===== config.mk =====
export PLATFORM = sky130hd
export DESIGN_NAME = snake_led_matrix_frame_buffer
export DESIGN_NICKNAME = d
export VERILOG_FILES = /design/src/hw/rtl/snlm_pkg.sv /design/src/hw/rtl/snlm_cell.sv /design/src/hw/rtl/snlm_ctrl.sv /design/src/hw/rtl/snake_led_matrix_frame_buffer.sv
export SDC_FILE = /design/constraint.sdc
export NUM_CORES = 1
export LEC_CHECK = 0
export ABC_AREA = 0
export BUFFER_PORTS_ARGS = -buffer_cell sky130_fd_sc_hd__buf_2
export CAP_MARGIN = 20
export CORE_ASPECT_RATIO = 1.25
export CORE_UTILIZATION = 55
export CTS_CLUSTER_SIZE = 8
export DETAILED_ROUTE_END_ITERATION = 6
export PLACE_DENSITY = 0.72
export SETUP_SLACK_MARGIN = 0.4
export SLEW_MARGIN = 20
export SYNTH_ARGS = -nofsm -noshare
export SYNTH_HDL_FRONTEND = slang
export SYNTH_SLANG_ARGS = --single-unit

===== constraint.sdc =====
create_clock -name clk -period 5.6 [get_ports clk]
set_input_delay 1.12 -clock clk [delete_from_list [all_inputs] [get_ports clk]]
set_output_delay 1.12 -clock clk [all_outputs]
set_load 0.02 [all_outputs]

===== src/hw/rtl/snlm_pkg.sv =====
// Shared types, constants and helpers for the serpentine LED frame buffer.
package snlm_pkg;

  localparam int SIDE_DEFAULT      = 5;
  localparam int LED_COUNT_DEFAULT = 25;
  localparam int COORD_W           = 11;
  localparam int LEVEL_W           = 8;
  localparam int POS_W             = 5;
  localparam int CMD_W             = 2;

  localparam logic [LEVEL_W-1:0] MAX_INTENSITY_RESET = 8'd4;

  typedef enum logic [CMD_W-1:0] {
    CMD_FILL   = 2'd0,
    CMD_SET    = 2'd1,
    CMD_CLEAR  = 2'd2,
    CMD_UPDATE = 2'd3
  } cmd_t;

  typedef enum logic {
    ST_IDLE = 1'b0,
    ST_RUN  = 1'b1
  } state_t;

  typedef struct packed {
    logic [LEVEL_W-1:0] g;
    logic [LEVEL_W-1:0] r;
    logic [LEVEL_W-1:0] b;
  } color_t;

  // Per-step control from the sequencer to the cell ring.
  typedef struct packed {
    logic shift;
    logic write;
    logic emit;
    logic last;
  } ctl_t;

  function automatic logic [LEVEL_W-1:0] clamp_level(input logic [LEVEL_W-1:0] level,
                                                      input logic [LEVEL_W-1:0] limit);
    clamp_level = (level > limit) ? limit : level;
  endfunction

endpackage


===== src/hw/rtl/snlm_cell.sv =====
// One storage cell of the frame ring: holds one LED color, loads from its neighbor.
module snlm_cell (
  input  logic            clk,
  input  logic            rst,
  input  logic            shift,
  input  snlm_pkg::color_t d,
  output snlm_pkg::color_t q
);
  import snlm_pkg::*;

  color_t value;

  always_ff @(posedge clk) begin
    if (rst) begin
      value <= '0;
    end else if (shift) begin
      value <= d;
    end
  end

  assign q = value;

endmodule


===== src/hw/rtl/snlm_ctrl.sv =====
// Sequencer: walks the chain positions once per command and decides each cell's update.
module snlm_ctrl #(
  parameter int SIDE      = snlm_pkg::SIDE_DEFAULT,
  parameter int LED_COUNT = snlm_pkg::LED_COUNT_DEFAULT,
  localparam int XY_W     = $clog2(SIDE),
  localparam int CNT_W    = $clog2(LED_COUNT)
) (
  input  logic               clk,
  input  logic               rst,
  input  logic               start,
  input  snlm_pkg::cmd_t     cmd,
  input  logic [XY_W-1:0]    x1,
  input  logic [XY_W-1:0]    y1,
  input  logic [XY_W-1:0]    x2,
  input  logic [XY_W-1:0]    y2,
  input  logic               out_free,
  output logic               busy,
  output logic [CNT_W-1:0]   pos,
  output snlm_pkg::ctl_t     ctl
);
  import snlm_pkg::*;

  localparam int ROW_W = $clog2((LED_COUNT - 1) / SIDE + 2);
  localparam int CW    = ROW_W + XY_W;
  localparam logic [CNT_W-1:0] LAST_POS = CNT_W'(LED_COUNT - 1);
  localparam logic [XY_W-1:0]  LAST_COL = XY_W'(SIDE - 1);

  state_t          state;
  state_t          state_next;
  cmd_t            cmd_q;
  logic [XY_W-1:0] x_lo;
  logic [XY_W-1:0] x_hi;
  logic [XY_W-1:0] y_lo;
  logic [XY_W-1:0] y_hi;
  logic [XY_W-1:0] col;
  logic [ROW_W-1:0] row;
  logic [XY_W-1:0] x_cur;
  logic            in_rect;

  always_ff @(posedge clk) begin
    if (rst) begin
      state <= ST_IDLE;
    end else begin
      state <= state_next;
    end
  end

  always_ff @(posedge clk) begin
    if (start) begin
      cmd_q <= cmd;
      pos   <= '0;
      col   <= '0;
      row   <= '0;
      // Order the corners; a single pixel is a one-cell rectangle.
      if (cmd == CMD_SET) begin
        x_lo <= x1;
        x_hi <= x1;
        y_lo <= y1;
        y_hi <= y1;
      end else begin
        x_lo <= (x1 > x2) ? x2 : x1;
        x_hi <= (x1 > x2) ? x1 : x2;
        y_lo <= (y1 > y2) ? y2 : y1;
        y_hi <= (y1 > y2) ? y1 : y2;
      end
    end else if (ctl.shift) begin
      pos <= pos + CNT_W'(1);
      if (col == LAST_COL) begin
        col <= '0;
        row <= row + ROW_W'(1);
      end else begin
        col <= col + XY_W'(1);
      end
    end
  end

  // Even rows run right to left along the chain.
  assign x_cur   = row[0] ? col : (LAST_COL - col);
  assign in_rect = (CW'(x_cur) >= CW'(x_lo)) && (CW'(x_cur) <= CW'(x_hi)) &&
                   (CW'(row) >= CW'(y_lo)) && (CW'(row) <= CW'(y_hi));

  always_comb begin
    state_next = state;
    case (state)
      ST_IDLE: begin
        if (start) begin
          state_next = ST_RUN;
        end
      end
      ST_RUN: begin
        if (ctl.shift && (pos == LAST_POS)) begin
          state_next = ST_IDLE;
        end
      end
      default: state_next = ST_IDLE;
    endcase
  end

  always_comb begin
    busy      = (state == ST_RUN);
    ctl.shift = busy && ((cmd_q != CMD_UPDATE) || out_free);
    ctl.emit  = ctl.shift && (cmd_q == CMD_UPDATE);
    ctl.last  = (pos == LAST_POS);
    case (cmd_q)
      CMD_FILL:  ctl.write = ctl.shift && in_rect;
      CMD_SET:   ctl.write = ctl.shift && in_rect;
      CMD_CLEAR: ctl.write = ctl.shift;
      default:   ctl.write = 1'b0;
    endcase
  end

endmodule


===== src/hw/rtl/snake_led_matrix_frame_buffer.sv =====
// Top level of the serpentine LED matrix frame buffer.
// The frame lives in a ring of LED_COUNT cells, one per LED in chain order, that rotates by
// one position per cycle while a command runs, unless an update waits on a stalled output.
// Every command makes exactly one full turn of the ring, so each accepted word keeps the
// input stalled until the turn ends. Fill and set pixel rewrite the cell passing the head
// when it lies in the rectangle, clear rewrites every cell; update sends each LED as one
// output word (green, red, blue, with last_led on the final one) through an output register.
// Intensities are clamped to max_intensity when a command is accepted. The frame is zero
// and max_intensity is 4 after reset.
module snake_led_matrix_frame_buffer #(
  parameter int SIDE      = snlm_pkg::SIDE_DEFAULT,
  parameter int LED_COUNT = snlm_pkg::LED_COUNT_DEFAULT
) (
  input  logic                                clk,
  input  logic                                rst,
  input  logic                                cfg_write,
  input  logic [snlm_pkg::LEVEL_W-1:0]        cfg_data,
  input  logic                                in_valid,
  output logic                                in_stall,
  input  logic [snlm_pkg::CMD_W-1:0]          cmd,
  input  logic signed [snlm_pkg::COORD_W-1:0] corner_x1,
  input  logic signed [snlm_pkg::COORD_W-1:0] corner_y1,
  input  logic signed [snlm_pkg::COORD_W-1:0] corner_x2,
  input  logic signed [snlm_pkg::COORD_W-1:0] corner_y2,
  input  logic [snlm_pkg::LEVEL_W-1:0]        red_level,
  input  logic [snlm_pkg::LEVEL_W-1:0]        green_level,
  input  logic [snlm_pkg::LEVEL_W-1:0]        blue_level,
  output logic                                out_valid,
  input  logic                                out_stall,
  output logic [snlm_pkg::POS_W-1:0]          chain_position,
  output logic [snlm_pkg::LEVEL_W-1:0]        green_out,
  output logic [snlm_pkg::LEVEL_W-1:0]        red_out,
  output logic [snlm_pkg::LEVEL_W-1:0]        blue_out,
  output logic                                last_led
);
  import snlm_pkg::*;

  localparam int XY_W  = $clog2(SIDE);
  localparam int CNT_W = $clog2(LED_COUNT);
  localparam logic signed [COORD_W-1:0] COORD_MAX = COORD_W'(SIDE - 1);

  logic [LEVEL_W-1:0] max_intensity;
  logic               accept;
  cmd_t               cmd_in;
  logic [XY_W-1:0]    cx1;
  logic [XY_W-1:0]    cy1;
  logic [XY_W-1:0]    cx2;
  logic [XY_W-1:0]    cy2;
  color_t             color;
  color_t             tail;
  color_t             cell_q [LED_COUNT];
  logic               busy;
  logic               out_free;
  logic [CNT_W-1:0]   pos;
  logic [CNT_W+POS_W-1:0] pos_ext;
  ctl_t               ctl;

  function automatic logic [XY_W-1:0] clamp_coord(input logic signed [COORD_W-1:0] c);
    if (c < 0) begin
      clamp_coord = '0;
    end else if (c > COORD_MAX) begin
      clamp_coord = COORD_MAX[XY_W-1:0];
    end else begin
      clamp_coord = c[XY_W-1:0];
    end
  endfunction

  always_ff @(posedge clk) begin
    if (rst) begin
      max_intensity <= MAX_INTENSITY_RESET;
    end else if (cfg_write) begin
      max_intensity <= cfg_data;
    end
  end

  assign in_stall = busy;
  assign accept   = in_valid && !in_stall;
  assign cmd_in   = cmd_t'(cmd);
  assign cx1      = clamp_coord(corner_x1);
  assign cy1      = clamp_coord(corner_y1);
  assign cx2      = clamp_coord(corner_x2);
  assign cy2      = clamp_coord(corner_y2);

  // Latch the write color; clear writes zero.
  always_ff @(posedge clk) begin
    if (accept) begin
      if (cmd_in == CMD_CLEAR) begin
        color <= '0;
      end else begin
        color.g <= clamp_level(green_level, max_intensity);
        color.r <= clamp_level(red_level, max_intensity);
        color.b <= clamp_level(blue_level, max_intensity);
      end
    end
  end

  snlm_ctrl #(
    .SIDE      (SIDE),
    .LED_COUNT (LED_COUNT)
  ) u_ctrl (
    .clk      (clk),
    .rst      (rst),
    .start    (accept),
    .cmd      (cmd_in),
    .x1       (cx1),
    .y1       (cy1),
    .x2       (cx2),
    .y2       (cy2),
    .out_free (out_free),
    .busy     (busy),
    .pos      (pos),
    .ctl      (ctl)
  );

  // The head cell re-enters at the tail, rewritten when the sequencer says so.
  assign tail = ctl.write ? color : cell_q[0];

  for (genvar i = 0; i < LED_COUNT; i++) begin : g_cell
    color_t d;
    if (i == LED_COUNT - 1) begin : g_tail
      assign d = tail;
    end else begin : g_mid
      assign d = cell_q[i+1];
    end
    snlm_cell u_cell (
      .clk   (clk),
      .rst   (rst),
      .shift (ctl.shift),
      .d     (d),
      .q     (cell_q[i])
    );
  end

  assign out_free = !out_valid || !out_stall;
  assign pos_ext  = {{POS_W{1'b0}}, pos};

  always_ff @(posedge clk) begin
    if (rst) begin
      out_valid <= 1'b0;
    end else if (ctl.emit) begin
      out_valid <= 1'b1;
    end else if (!out_stall) begin
      out_valid <= 1'b0;
    end
  end

  always_ff @(posedge clk) begin
    if (ctl.emit) begin
      chain_position <= pos_ext[POS_W-1:0];
      green_out      <= cell_q[0].g;
      red_out        <= cell_q[0].r;
      blue_out       <= cell_q[0].b;
      last_led       <= ctl.last;
    end
  end

endmodule

==> impl_metrics.prom, run 1 <==
# TYPE chip_impl_metric gauge
chip_impl_info{name="worstReg2RegStart",value="u_ctrl.col[0]"} 1
chip_impl_metric{name="die-width",unit="um"} 194
chip_impl_metric{name="combinationalPowerShare",unit=""} 0.052
chip_impl_metric{name="layout_worst_path_cycle_share",unit=""} 0.565
chip_impl_metric{name="final_util",unit=""} 0.632
chip_impl_metric{name="finish.instance_area",unit="um^2"} 28600
chip_impl_metric{name="floorplan.die_area",unit="um^2"} 46800
chip_impl_metric{name="timing.critical_path.required",unit="ps"} 6080
chip_impl_metric{name="internal_power",unit="mW"} 8.35
chip_impl_metric{name="sequentialPowerShare",unit=""} 0.474
chip_impl_metric{name="post_route_cells_drive_above_1_share",unit=""} 0.0843
chip_impl_metric{name="drv.max_cap_violation_count",unit=""} 0
chip_impl_metric{name="cts-hold-fix-buffers",unit=""} 0
chip_impl_metric{name="ys_async_sr_fraction",unit=""} 0
chip_impl_metric{name="syn_area",unit="um^2"} 25300
chip_impl_metric{name="worst_pin_slew",unit="ps"} 1150
chip_impl_metric{name="switching_power",unit="mW"} 2.38
chip_impl_metric{name="synthCells",unit=""} 3011
chip_impl_info{name="type_of_origin_of_the_critical_path",value="register"} 1
chip_impl_metric{name="worst_ep_arrival_time",unit="ps"} 3640
chip_impl_metric{name="initial_utilization",unit=""} 0.558
chip_impl_metric{name="final_cells",unit=""} 3638
chip_impl_metric{name="power.total",unit="mW"} 10.7
chip_impl_metric{name="share_of_the_synthesized_netlist_area_taken_by_xor_and_xnor_gates",unit=""} 0.00173
chip_impl_metric{name="number_of_top_level_design_ports",unit=""} 115
chip_impl_metric{name="power_density",unit="nW/um^2"} 375
chip_impl_metric{name="synth.distinct_cells",unit=""} 43
chip_impl_metric{name="finClkSkew",unit="ps"} 22.6
chip_impl_info{name="hp-class",value="register to register"} 1
chip_impl_metric{name="vdd.ir_drop.worst",unit="mV"} 0.267
chip_impl_metric{name="final_antenna_net_count",unit=""} 0
chip_impl_info{name="primary_flip_flop_cell_chosen_by_synthesis_mapping",value="sky130_fd_sc_hd__dfxtp_1"} 1
chip_impl_metric{name="crit_path_max_fanout",unit=""} 16
chip_impl_metric{name="synth_sequential_area_ratio",unit=""} 0.573
chip_impl_metric{name="synth_fa_ha_area_frac",unit=""} 0.0238
chip_impl_metric{name="vias",unit=""} 19400
chip_impl_info{name="status",value="completed"} 1
chip_impl_info{name="crit_slowest_cell",value="sky130_fd_sc_hd__o21ai_4"} 1
chip_impl_metric{name="post_cts_resize_count",unit=""} 0
chip_impl_metric{name="gr-usage-all-layers",unit=""} 0.213
chip_impl_metric{name="timing.fmax",unit="MHz"} 316
chip_impl_info{name="synth_top_family_by_area",value="simple AND/OR/NAND/NOR gates"} 1
chip_impl_metric{name="detail_route.first_pass.iterations",unit=""} 5
chip_impl_metric{name="port-buffer-count",unit=""} 114
chip_impl_metric{name="wire_per_inst",unit="um"} 13.7
chip_impl_metric{name="clock_power_share",unit=""} 0.473
chip_impl_info{name="crit_top_cell",value="sky130_fd_sc_hd__ha_1"} 1
chip_impl_metric{name="leakagePower",unit="nW"} 9.84
chip_impl_metric{name="timing.critical_path.slowest_cell_delay",unit="ps"} 500
chip_impl_metric{name="drcViolationCount",unit=""} 0
chip_impl_info{name="critical_path.endpoint_type",value="register"} 1
chip_impl_metric{name="synth_warnings",unit=""} 0
chip_impl_metric{name="cts.reportedPaths.clkPinSlew",unit="ps"} 50
chip_impl_metric{name="h-tree-depth",unit=""} 3
chip_impl_metric{name="pin_count_of_the_biggest_net_entering_global_routing",unit=""} 265
chip_impl_metric{name="syn_area_per_cell",unit="um^2"} 8.40
chip_impl_metric{name="final_critical_path_setup_slack",unit="ps"} 2440
chip_impl_metric{name="wl",unit="um"} 50000
chip_impl_metric{name="antennaDiodeCount",unit=""} 0
chip_impl_metric{name="first_global_vias",unit=""} 18500
chip_impl_metric{name="timing.final.max_slew_violations",unit=""} 0
chip_impl_metric{name="synth_edf_count",unit=""} 68
chip_impl_metric{name="final.setup.tns",unit="ps"} 0
chip_impl_metric{name="synth_top_area_frac",unit=""} 0.492
chip_impl_metric{name="synthToLayoutAreaGrowth",unit="%"} 13.2
chip_impl_info{name="netlist_top_cells_area",value="sky130_fd_sc_hd__dfxtp_1 (49%), sky130_fd_sc_hd__nand2_1 (18%), sky130_fd_sc_hd__a21oi_1 (12%)"} 1
chip_impl_metric{name="cts.path.max_buffers",unit=""} 3
chip_impl_metric{name="antenna_found_initial",unit=""} 0
chip_impl_info{name="hold_path_startpoint",value="g_cell[4].u_cell.q[4]"} 1
chip_impl_metric{name="post-route-min-period",unit="ps"} 3160
chip_impl_metric{name="register_to_register_setup_slack",unit="ps"} 2440
chip_impl_info{name="post-synth-top-count-cell",value="sky130_fd_sc_hd__nand2_1"} 1
chip_impl_metric{name="preCtsSetupSlack",unit="ps"} 2130
chip_impl_info{name="timing_worst_setup_path_type",value="register to register"} 1
chip_impl_info{name="startpoint",value="u_ctrl.col[0]"} 1
chip_impl_metric{name="syn-num-nets",unit=""} 3142
chip_impl_metric{name="post_cts_buffers",unit=""} 0
chip_impl_info{name="tritoncts",value="done"} 1
chip_impl_metric{name="die_h",unit="um"} 242
chip_impl_metric{name="dp_hpwl",unit="um"} 29700
chip_impl_metric{name="globalRouteOverflowTotal",unit=""} 0
chip_impl_metric{name="clk-insertion-delay-late",unit="ps"} 630
chip_impl_metric{name="synth_compound_area_frac",unit=""} 0.139
chip_impl_metric{name="layout.nets",unit=""} 3161
chip_impl_info{name="synthDominantAreaCellType",value="sky130_fd_sc_hd__dfxtp_1"} 1
chip_impl_metric{name="detailed_place.area",unit="um^2"} 26000
chip_impl_metric{name="global_route_wire_length_before_repair",unit="um"} 84300
chip_impl_info{name="yosys-top-cells-count",value="sky130_fd_sc_hd__nand2_1 (1207), sky130_fd_sc_hd__dfxtp_1 (621), sky130_fd_sc_hd__a21oi_1 (607)"} 1
chip_impl_metric{name="synth_simple_gate_area_frac",unit=""} 0.196
chip_impl_metric{name="power.share.switching",unit=""} 0.222
chip_impl_metric{name="timing_hold_violations_final",unit=""} 0
chip_impl_metric{name="via_to_cell_ratio",unit=""} 5.34
chip_impl_info{name="unrepaired_setup_endpoints_after_global_routing",value="false"} 1
chip_impl_metric{name="post-place-cells",unit=""} 3510
chip_impl_metric{name="drt_iter0_drc",unit=""} 1183
chip_impl_metric{name="design.core.area",unit="um^2"} 45300
chip_impl_info{name="crit_end",value="g_cell[24].u_cell.q[21]"} 1
chip_impl_metric{name="r2r.worst_path.cells",unit=""} 11
chip_impl_info{name="reg2reg_to",value="g_cell[24].u_cell.q[21]"} 1
chip_impl_metric{name="cts-buffers-inserted",unit=""} 96
chip_impl_metric{name="number_of_rows_created_at_floorplan",unit=""} 87
chip_impl_info{name="crit_path_cell_trace",value="inv_1, ha_1, ha_1, mux2_2, ha_1, o21ai_0, o211ai_1, o21ai_4, buf_16, mux2i_1, a211oi_2"} 1
chip_impl_metric{name="slew_headroom",unit=""} 0.236
chip_impl_metric{name="report.final.setup_viol",unit=""} 0
chip_impl_info{name="ctsRootBufferMaster",value="sky130_fd_sc_hd__clkbuf_16"} 1
chip_impl_metric{name="synth_seq_cells",unit=""} 689
chip_impl_metric{name="clock_sinks",unit=""} 689
chip_impl_metric{name="post_route_hold_slack",unit="ps"} 427
chip_impl_metric{name="synth.mux.area_fraction",unit=""} 0.0271
chip_impl_metric{name="gp_routability_congestion",unit=""} 0.870
## worst min path at each step
stage | end | slack (ps) | depth (start not counted)
after detailed placement | g_cell[11].u_cell.q[3] | 440 | 2
after floorplan | g_cell[23].u_cell.q[0] | 430 | 2
after global placement | g_cell[13].u_cell.q[1] | 440 | 2
after global routing | g_cell[19].u_cell.q[23] | 450 | 2
after CTS | g_cell[19].u_cell.q[23] | 430 | 2
final | g_cell[3].u_cell.q[4] | 430 | 2
## cell type report
class | instances | area, um^2
fillers | 3840 | 16700
flip-flops and latches | 689 | 14500
multi-input cells | 2076 | 9820
clock buffers | 125 | 2570
repair buffers | 133 | 847
well taps | 578 | 723
inverters | 34 | 128
clock inverters | 3 | 41.3
## power groups by stage
| stage | Clock (mW) | Sequential, mW | Combinational (mW) |
|---|---|---|---|
| after floorplan | 0 | 5.17 | 0.419 |
| after global placement | 0 | 5.18 | 0.544 |
| after detailed placement | 0 | 5.18 | 0.563 |
| after CTS | 5.18 | 5.08 | 0.564 |
| after global routing | 5.39 | 5.08 | 0.626 |
| final | 5.08 | 5.09 | 0.562 |
## worst max-delay path: cells and delay by family (launching register included)
kind	cells	cell delay [ps]
fa+ha+maj	3	820
compound gates	4	960
mux	2	530
flops	1	380
buf+inv	2	350
## metal layers
| metal | track usage | routed length (um) |
|---|---|---|
| met1 | 0.258 | 21400 |
| met2 | 0.373 | 25400 |
| met3 | 0.0391 | 2130 |
| met4 | 0.0859 | 1040 |
| met5 | 0 | 0 |
## cell usage in the layout (no fill, tap or decap), types with 3 or more instances in the layout
cell and n:
sky130_fd_sc_hd__xor2_1 4, sky130_fd_sc_hd__clkbuf_1 26, sky130_fd_sc_hd__nand2_1 1207, sky130_fd_sc_hd__clkbuf_16 99, sky130_fd_sc_hd__a21o_1 5, sky130_fd_sc_hd__edfxtp_1 68, sky130_fd_sc_hd__buf_12 8, sky130_fd_sc_hd__nor4_1 8
sky130_fd_sc_hd__o22ai_1 3, sky130_fd_sc_hd__a21oi_1 606, sky130_fd_sc_hd__nand4_1 9, sky130_fd_sc_hd__mux2_2 4, sky130_fd_sc_hd__a211oi_2 11, sky130_fd_sc_hd__o21ai_0 20, sky130_fd_sc_hd__nand2b_1 4, sky130_fd_sc_hd__nor2_1 38
sky130_fd_sc_hd__dfxtp_1 621, sky130_fd_sc_hd__mux2i_1 64, sky130_fd_sc_hd__ha_1 48, sky130_fd_sc_hd__a211oi_1 5, sky130_fd_sc_hd__nor2b_1 9, sky130_fd_sc_hd__buf_4 9, sky130_fd_sc_hd__buf_2 113, sky130_fd_sc_hd__inv_1 34
sky130_fd_sc_hd__nand3_1 5
## logic make-up (layout without fill, tap and decap cells)
kind of cell,after synthesis,count (layout)
xor+xnor,5,5
flops,689,689
mux,68,68
fa+ha+maj,48,48
compound gates,666,666
simple gates,1289,1289
buf+inv,246,295
## sequential cells by signal, indices dropped and copies added, names as in the netlist
register / count
u_ctrl.y_lo: 3
u_ctrl.cmd_q: 2
u_ctrl.pos: 5
chain_position: 5
u_ctrl.x_lo: 3
green_out: 8
u_ctrl.row: 3
u_ctrl.col: 3
out_valid: 1
u_ctrl.y_hi: 3
g_cell.u_cell.q: 600
last_led: 1
red_out: 8
max_intensity: 8
blue_out: 8
color: 24
u_ctrl.x_hi: 3
u_ctrl.busy: 1
Power figures use the tool's default switching activity.
==> run 2: changes to the inputs <==
--- a/config.mk
+++ b/config.mk
@@ -12,7 +12,7 @@
 export CORE_UTILIZATION = 55
 export CTS_CLUSTER_SIZE = 8
 export DETAILED_ROUTE_END_ITERATION = 6
-export PLACE_DENSITY = 0.72
+export PLACE_DENSITY = 0.75
 export SETUP_SLACK_MARGIN = 0.4
 export SLEW_MARGIN = 20
 export SYNTH_ARGS = -nofsm -noshare
==> constraint.sdc (replaced) <==
create_clock -name clk -period 2.66 [get_ports clk]
set_input_delay 0.532 -clock clk [delete_from_list [all_inputs] [get_ports clk]]
set_output_delay 0.532 -clock clk [all_outputs]
set_load 0.02 [all_outputs]
==> run 2 against run 1 <==
Effect of this change: critical endpoint is now g_cell[24].u_cell.q[7]; non-clock buffer count up 41; hold slack worse by 300 ps; sequential power increased by 110%; critical path type unchanged; final area grew 2.8%; core utilization rose by 1.8 points; cell count increased by 1.1%; fmax grew 21%; die area did not move; sequential cell count did not move.
==> impl_metrics.prom, run 2 (synthesized netlist as in run 1, its figures left out) <==
# TYPE chip_impl_metric gauge
chip_impl_info{name="status",value="completed"} 1
chip_impl_metric{name="worst_ep_arrival_time",unit="ps"} 3090
chip_impl_info{name="timing.critical_path.max_delay_family",value="adder cells"} 1
chip_impl_metric{name="post-route-min-period",unit="ps"} 2610
chip_impl_info{name="layout.cells.most_common",value="sky130_fd_sc_hd__nand2_1"} 1
chip_impl_metric{name="number_of_rows_created_at_floorplan",unit=""} 87
chip_impl_metric{name="detail_route.first_pass.iterations",unit=""} 7
chip_impl_metric{name="power.share.switching",unit=""} 0.225
chip_impl_metric{name="cts.path.max_buffers",unit=""} 3
chip_impl_metric{name="pin_count_of_the_biggest_net_entering_global_routing",unit=""} 109
chip_impl_metric{name="layout.nets",unit=""} 3202
chip_impl_metric{name="die-width",unit="um"} 194
chip_impl_metric{name="final_critical_path_setup_slack",unit="ps"} 46.8
chip_impl_metric{name="final_antenna_net_count",unit=""} 0
chip_impl_metric{name="largest_register_ffs",unit=""} 600
chip_impl_info{name="type_of_origin_of_the_critical_path",value="register"} 1
chip_impl_metric{name="clk-insertion-delay-late",unit="ps"} 630
chip_impl_metric{name="vdd.ir_drop.worst",unit="mV"} 0.492
chip_impl_info{name="ctsRootBufferMaster",value="sky130_fd_sc_hd__clkbuf_16"} 1
chip_impl_info{name="worstReg2RegStart",value="u_ctrl.col[0]"} 1
chip_impl_metric{name="timing_hold_violations_final",unit=""} 0
chip_impl_metric{name="preCtsSetupSlack",unit="ps"} 50.6
chip_impl_metric{name="drt_iter0_drc",unit=""} 1135
chip_impl_info{name="startpoint",value="u_ctrl.col[0]"} 1
chip_impl_metric{name="leakagePower",unit="nW"} 10.2
chip_impl_metric{name="wl",unit="um"} 52300
chip_impl_metric{name="timing.final.max_slew_violations",unit=""} 0
chip_impl_metric{name="timing.critical_path.required",unit="ps"} 3140
chip_impl_metric{name="cts-buffers-inserted",unit=""} 96
chip_impl_info{name="crit_path_cell_trace",value="inv_2, ha_4, ha_4, mux2_4, ha_4, nand2_2, o21ai_2, o211ai_2, o21ai_4, buf_6, buf_12, mux2i_2, a211oi_2"} 1
chip_impl_info{name="timing_worst_setup_path_type",value="register to register"} 1
chip_impl_metric{name="clock_power_share",unit=""} 0.469
chip_impl_metric{name="h-tree-depth",unit=""} 3
chip_impl_info{name="unrepaired_setup_endpoints_after_global_routing",value="true"} 1
chip_impl_metric{name="sequentialPowerShare",unit=""} 0.470
chip_impl_metric{name="post-place-cells",unit=""} 3539
chip_impl_metric{name="dp_hpwl",unit="um"} 32400
chip_impl_info{name="reg2reg_to",value="g_cell[24].u_cell.q[7]"} 1
chip_impl_metric{name="wire_per_inst",unit="um"} 14.2
chip_impl_info{name="hp-class",value="input port to register"} 1
chip_impl_metric{name="finClkSkew",unit="ps"} 22.2
chip_impl_metric{name="register_to_register_setup_slack",unit="ps"} 50
chip_impl_metric{name="slew_headroom",unit=""} 0.477
chip_impl_metric{name="timing.critical_path.slowest_cell_delay",unit="ps"} 330
chip_impl_metric{name="timing.critical_path.depth",unit=""} 13
chip_impl_metric{name="r2r.worst_path.cells",unit=""} 13
chip_impl_metric{name="multiInputGateArea",unit="um^2"} 10000
chip_impl_metric{name="cts-hold-fix-buffers",unit=""} 0
chip_impl_metric{name="final_util",unit=""} 0.649
chip_impl_metric{name="initial_utilization",unit=""} 0.558
chip_impl_metric{name="antennaDiodeCount",unit=""} 0
chip_impl_metric{name="report.final.setup_viol",unit=""} 0
chip_impl_metric{name="clock_sinks",unit=""} 689
chip_impl_metric{name="design.core.area",unit="um^2"} 45300
chip_impl_info{name="most-common-layout-cells",value="sky130_fd_sc_hd__nand2_1 (1206), sky130_fd_sc_hd__dfxtp_1 (619), sky130_fd_sc_hd__a21oi_1 (604)"} 1
chip_impl_metric{name="via_to_cell_ratio",unit=""} 5.31
chip_impl_metric{name="worst-path-buf-inv",unit=""} 3
chip_impl_metric{name="vias",unit=""} 19500
chip_impl_metric{name="post_route_cells_drive_above_1_share",unit=""} 0.105
chip_impl_metric{name="die_h",unit="um"} 242
chip_impl_info{name="crit_end",value="g_cell[24].u_cell.q[7]"} 1
chip_impl_metric{name="number_of_top_level_design_ports",unit=""} 115
chip_impl_metric{name="combinationalPowerShare",unit=""} 0.061
chip_impl_metric{name="antenna_found_initial",unit=""} 0
chip_impl_metric{name="layout_worst_path_cycle_share",unit=""} 0.982
chip_impl_metric{name="port-buffer-count",unit=""} 114
chip_impl_metric{name="n_fill_cell",unit=""} 3725
chip_impl_metric{name="crit_path_max_fanout",unit=""} 6
chip_impl_metric{name="synthToLayoutAreaGrowth",unit="%"} 16.3
chip_impl_metric{name="first_global_vias",unit=""} 19100
chip_impl_metric{name="switching_power",unit="mW"} 5.12
chip_impl_metric{name="timing.fmax",unit="MHz"} 383
chip_impl_info{name="tritoncts",value="done"} 1
chip_impl_metric{name="gr-usage-all-layers",unit=""} 0.222
chip_impl_info{name="critical_path.endpoint_type",value="register"} 1
chip_impl_metric{name="regArea",unit="um^2"} 14500
chip_impl_metric{name="internal_power",unit="mW"} 17.7
chip_impl_metric{name="gp_routability_congestion",unit=""} 0.804
chip_impl_metric{name="drv.max_cap_violation_count",unit=""} 0
chip_impl_metric{name="cts.reportedPaths.clkPinSlew",unit="ps"} 50
chip_impl_metric{name="final_cells",unit=""} 3677
chip_impl_metric{name="worst_pin_slew",unit="ps"} 784
chip_impl_metric{name="power_density",unit="nW/um^2"} 775
chip_impl_info{name="crit_slowest_cell",value="sky130_fd_sc_hd__dfxtp_2"} 1
chip_impl_metric{name="floorplan.die_area",unit="um^2"} 46800
chip_impl_metric{name="global_route_wire_length_before_repair",unit="um"} 87800
chip_impl_info{name="crit_top_cell",value="sky130_fd_sc_hd__ha_4"} 1
chip_impl_metric{name="globalRouteOverflowTotal",unit=""} 0
chip_impl_metric{name="drcViolationCount",unit=""} 0
-- run 2: timing repair --
item | 4_1_cts | 5_1_grt
pin swaps | 7 | 8
resized for setup | 8 | 5
endpoints found under the setup margin | 24 | 32
gates cloned | 3 | 0
setup buffers | 6 | 3
-- run 2: area by class of cell --
cell class / count / area share
multi-input cells: 2076 / 0.341
flip-flops and latches: 689 / 0.492
well taps: 578 / 0.0246
clock buffers: 120 / 0.0862
repair buffers: 174 / 0.0483
inverters: 34 / 0.00434
clock inverters: 6 / 0.00294
-- run 2: layer usage --
metal | global-route usage | wire [um] | vias to the layer above
li1 | - | - | 9927
met1 | 0.268 | 22100 | 9120
met2 | 0.396 | 26600 | 387
met3 | 0.0364 | 2320 | 76
met4 | 0.0842 | 1220 | 0
met5 | 0 | 0 | -
-- run 2: worst register-to-register path, cell delays in order, from the launching register on --
cell and delay (ps):
sky130_fd_sc_hd__dfxtp_2 330, sky130_fd_sc_hd__inv_2 50, sky130_fd_sc_hd__ha_4 160, sky130_fd_sc_hd__ha_4 200, sky130_fd_sc_hd__mux2_4 300, sky130_fd_sc_hd__ha_4 280, sky130_fd_sc_hd__nand2_2 40, sky130_fd_sc_hd__o21ai_2 120
sky130_fd_sc_hd__o211ai_2 130, sky130_fd_sc_hd__o21ai_4 210, sky130_fd_sc_hd__buf_6 170, sky130_fd_sc_hd__buf_12 150, sky130_fd_sc_hd__mux2i_2 240, sky130_fd_sc_hd__a211oi_2 100
-- run 2: power groups by stage --
stage | Combinational (mW) | Clock, mW | Sequential, mW
floorplan | 0.920 | 0 | 10.9
CTS | 1.38 | 10.9 | 10.7
global route | 1.53 | 11.4 | 10.7
finish | 1.39 | 10.7 | 10.7
detailed placement | 1.32 | 0 | 10.9
global placement | 1.28 | 0 | 10.9
-- run 2: worst min path at each step --
| stage | from | end | depth (start not counted) | slack (ps) |
|---|---|---|---|---|
| after global routing | cmd[0] | u_ctrl.cmd_q[0] | 1 | 130 |
| after CTS | cmd[0] | u_ctrl.cmd_q[0] | 1 | 110 |
| after detailed placement | g_cell[15].u_cell.q[7] | g_cell[14].u_cell.q[7] | 2 | 440 |
| after floorplan | g_cell[24].u_cell.q[0] | g_cell[23].u_cell.q[0] | 2 | 430 |
| after global placement | g_cell[3].u_cell.q[7] | g_cell[2].u_cell.q[7] | 2 | 440 |
| final | cmd[0] | u_ctrl.cmd_q[0] | 1 | 130 |
-- run 2: through the flow --
step                      hold WS (ps)  TNS (ps)  cell area (um^2)  total power, mW
final                              131         0             29400             22.8
after global routing               132      -348             29400             23.6
after detailed placement           442         0             26600             12.2
after CTS                          110         0             29400             23.0
after global placement             435         0             26600             12.2
after floorplan                    429         0             25500             11.8
==> run 3: changes to the inputs <==
--- a/config.mk
+++ b/config.mk
@@ -7,12 +7,12 @@
 export LEC_CHECK = 0
 export ABC_AREA = 0
 export BUFFER_PORTS_ARGS = -buffer_cell sky130_fd_sc_hd__buf_2
-export CAP_MARGIN = 20
 export CORE_ASPECT_RATIO = 1.25
 export CORE_UTILIZATION = 55
 export CTS_CLUSTER_SIZE = 8
 export DETAILED_ROUTE_END_ITERATION = 6
-export PLACE_DENSITY = 0.75
+export PLACE_DENSITY = 0.77
+export REMOVE_ABC_BUFFERS = 1
 export SETUP_SLACK_MARGIN = 0.4
 export SLEW_MARGIN = 20
 export SYNTH_ARGS = -nofsm -noshare
==> run 3 against run 2 <==
Effect of this change: hold slack worse by 5.1 ps; count of clock-buffer cells in the layout is 6 higher; critical endpoint is now g_cell[24].u_cell.q[23]; clock power hardly changed.
==> impl_metrics.prom, run 3 (synthesized netlist as in run 1, its figures left out) <==
# TYPE chip_impl_metric gauge
chip_impl_info{name="most-common-layout-cells",value="sky130_fd_sc_hd__nand2_1 (1206), sky130_fd_sc_hd__dfxtp_1 (619), sky130_fd_sc_hd__a21oi_1 (604)"} 1
chip_impl_metric{name="timing_hold_violations_final",unit=""} 0
chip_impl_metric{name="clk-insertion-delay-late",unit="ps"} 620
chip_impl_metric{name="report.final.setup_viol",unit=""} 0
chip_impl_metric{name="slew_headroom",unit=""} 0.534
chip_impl_metric{name="post-place-cells",unit=""} 3540
chip_impl_metric{name="via_to_cell_ratio",unit=""} 5.38
chip_impl_metric{name="wire_per_inst",unit="um"} 14.3
chip_impl_metric{name="wl",unit="um"} 52900
chip_impl_info{name="ctsRootBufferMaster",value="sky130_fd_sc_hd__clkbuf_16"} 1
chip_impl_metric{name="post_route_cells_drive_above_1_share",unit=""} 0.106
chip_impl_metric{name="vdd.ir_drop.worst",unit="mV"} 0.411
chip_impl_metric{name="gr-usage-all-layers",unit=""} 0.225
chip_impl_metric{name="gp_routability_congestion",unit=""} 0.878
chip_impl_metric{name="die_h",unit="um"} 242
chip_impl_metric{name="min_path_cells",unit=""} 1
chip_impl_metric{name="h-tree-depth",unit=""} 3
chip_impl_metric{name="clock_sinks",unit=""} 689
chip_impl_info{name="reg2reg_to",value="g_cell[24].u_cell.q[23]"} 1
chip_impl_info{name="tritoncts",value="done"} 1
chip_impl_info{name="status",value="completed"} 1
chip_impl_metric{name="register_to_register_setup_slack",unit="ps"} 20
chip_impl_metric{name="layout_worst_path_cycle_share",unit=""} 0.993
chip_impl_metric{name="vias",unit=""} 19800
chip_impl_metric{name="largest_register_ffs",unit=""} 600
chip_impl_info{name="startpoint",value="u_ctrl.col[1]"} 1
chip_impl_metric{name="die-width",unit="um"} 194
chip_impl_metric{name="first_global_vias",unit=""} 19100
chip_impl_metric{name="detail_route.first_pass.iterations",unit=""} 5
chip_impl_info{name="crit_end",value="g_cell[24].u_cell.q[23]"} 1
chip_impl_metric{name="number_of_top_level_design_ports",unit=""} 115
chip_impl_metric{name="post_route_hold_slack",unit="ps"} 126
chip_impl_metric{name="drv.max_cap_violation_count",unit=""} 0
chip_impl_metric{name="crit_path_max_fanout",unit=""} 6
chip_impl_info{name="unrepaired_setup_endpoints_after_global_routing",value="true"} 1
chip_impl_metric{name="pin_count_of_the_biggest_net_entering_global_routing",unit=""} 163
chip_impl_metric{name="layout.nets",unit=""} 3202
chip_impl_metric{name="cts.path.max_buffers",unit=""} 3
chip_impl_info{name="hp-class",value="input port to register"} 1
chip_impl_metric{name="antenna_found_initial",unit=""} 7
chip_impl_info{name="worstReg2RegStart",value="u_ctrl.col[1]"} 1
chip_impl_metric{name="r2r.worst_path.cells",unit=""} 14
chip_impl_metric{name="finClkSkew",unit="ps"} 24.5
chip_impl_metric{name="timing.critical_path.required",unit="ps"} 3150
chip_impl_metric{name="leakagePower",unit="nW"} 10.2
chip_impl_metric{name="floorplan.die_area",unit="um^2"} 46800
chip_impl_metric{name="timing.final.max_slew_violations",unit=""} 0
chip_impl_info{name="critical_path.endpoint_type",value="register"} 1
chip_impl_metric{name="cts-hold-fix-buffers",unit=""} 0
chip_impl_metric{name="port-buffer-count",unit=""} 114
chip_impl_info{name="timing_worst_setup_path_type",value="register to register"} 1
chip_impl_metric{name="final_cells",unit=""} 3690
chip_impl_metric{name="global_route_wire_length_before_repair",unit="um"} 88100
chip_impl_metric{name="number_of_rows_created_at_floorplan",unit=""} 87
chip_impl_metric{name="cts-buffers-inserted",unit=""} 96
chip_impl_metric{name="synthToLayoutAreaGrowth",unit="%"} 16.3
chip_impl_metric{name="globalRouteOverflowTotal",unit=""} 0
chip_impl_metric{name="timing.fmax",unit="MHz"} 378
chip_impl_metric{name="worst_pin_slew",unit="ps"} 700
chip_impl_metric{name="final_antenna_net_count",unit=""} 0
chip_impl_metric{name="design.core.area",unit="um^2"} 45300
chip_impl_metric{name="power_density",unit="nW/um^2"} 776
chip_impl_metric{name="n_fill_cell",unit=""} 3540
chip_impl_metric{name="drt_iter0_drc",unit=""} 1404
chip_impl_info{name="type_of_origin_of_the_critical_path",value="register"} 1
chip_impl_metric{name="post-route-min-period",unit="ps"} 2640
chip_impl_info{name="layout.cells.most_common",value="sky130_fd_sc_hd__nand2_1"} 1
chip_impl_metric{name="worst_ep_arrival_time",unit="ps"} 3140
chip_impl_metric{name="cts.reportedPaths.clkPinSlew",unit="ps"} 60
chip_impl_metric{name="drcViolationCount",unit=""} 0
chip_impl_metric{name="dp_hpwl",unit="um"} 31300
chip_impl_metric{name="initial_utilization",unit=""} 0.558
## run 3: worst min path at each step
stage / endpoint / start / slack, ps
after detailed placement: g_cell[23].u_cell.q[3] / g_cell[24].u_cell.q[3] / 440
after CTS: u_ctrl.cmd_q[1] / cmd[1] / 100
after global routing: u_ctrl.cmd_q[1] / cmd[1] / 130
final: u_ctrl.cmd_q[1] / cmd[1] / 130
after floorplan: g_cell[23].u_cell.q[0] / g_cell[24].u_cell.q[0] / 420
after global placement: g_cell[8].u_cell.q[17] / g_cell[9].u_cell.q[17] / 440
## run 3: final cells by class
type                       instances  area, um^2  share of cell area
antenna                            9        22.5            0.000766
clock buffer                     126        2580              0.0877
clock inverter                     4        35.0             0.00119
inverter                          34         128             0.00434
multi-input combinational       2076       10000               0.341
sequential                       689       14500               0.492
tap                              578         723              0.0246
timing repair buffer             174        1410              0.0480
## run 3: routing by layer
metal,part of all wire,GRT usage,vias to the layer above
li1,-,-,9947
met1,0.41,0.269,9337
met2,0.51,0.394,443
met3,0.051,0.0395,114
met4,0.031,0.0991,0
met5,0,0,-
## run 3: metrics by stage
stage | power (mW) | setup slack [ps] | setup TNS, ps | utilization | cell area, um^2
2_1_floorplan | 11.6 | -10080 | -5590140 | - | 24400
3_3_place_gp | 12.1 | 17.6 | 0 | 0.583 | 26400
3_5_place_dp | 12.2 | -178 | -1520 | 0.583 | 26400
4_1_cts | 23.0 | 57.4 | 0 | 0.646 | 29200
5_1_grt | 23.6 | -126 | -1780 | 0.649 | 29400
6_report | 22.8 | 17.5 | 0 | 0.649 | 29400
## run 3: report_power, final
group	total [mW]	leakage, nW	internal (mW)	switching [mW]
Sequential	10.7	5.67	10.6	0.0735
Combinational	1.42	3.21	0.486	0.933
Clock	10.7	1.27	6.62	4.08
## run 3: timing repair
| item | 4_1_cts | 5_1_grt |
|---|---|---|
| endpoints found under the hold margin | 0 | 0 |
| pin swaps | 16 | 21 |
| gates cloned | 3 | 0 |
| setup buffers | 6 | 2 |
| setup endpoints to repair | 24 | 36 |
| gates resized for setup | 22 | 23 |
## run 3: worst max-delay path, stage by stage (launching register included)
cell and delay [ps]:
sky130_fd_sc_hd__dfxtp_2 330, sky130_fd_sc_hd__inv_2 40, sky130_fd_sc_hd__ha_4 160, sky130_fd_sc_hd__ha_4 210, sky130_fd_sc_hd__mux2_4 300, sky130_fd_sc_hd__ha_4 290
sky130_fd_sc_hd__nand2_2 50, sky130_fd_sc_hd__o21ai_2 110, sky130_fd_sc_hd__o211ai_2 130, sky130_fd_sc_hd__o21ai_4 230, sky130_fd_sc_hd__buf_6 130, sky130_fd_sc_hd__buf_12 100
sky130_fd_sc_hd__buf_16 140, sky130_fd_sc_hd__mux2i_4 220, sky130_fd_sc_hd__a211oi_2 80
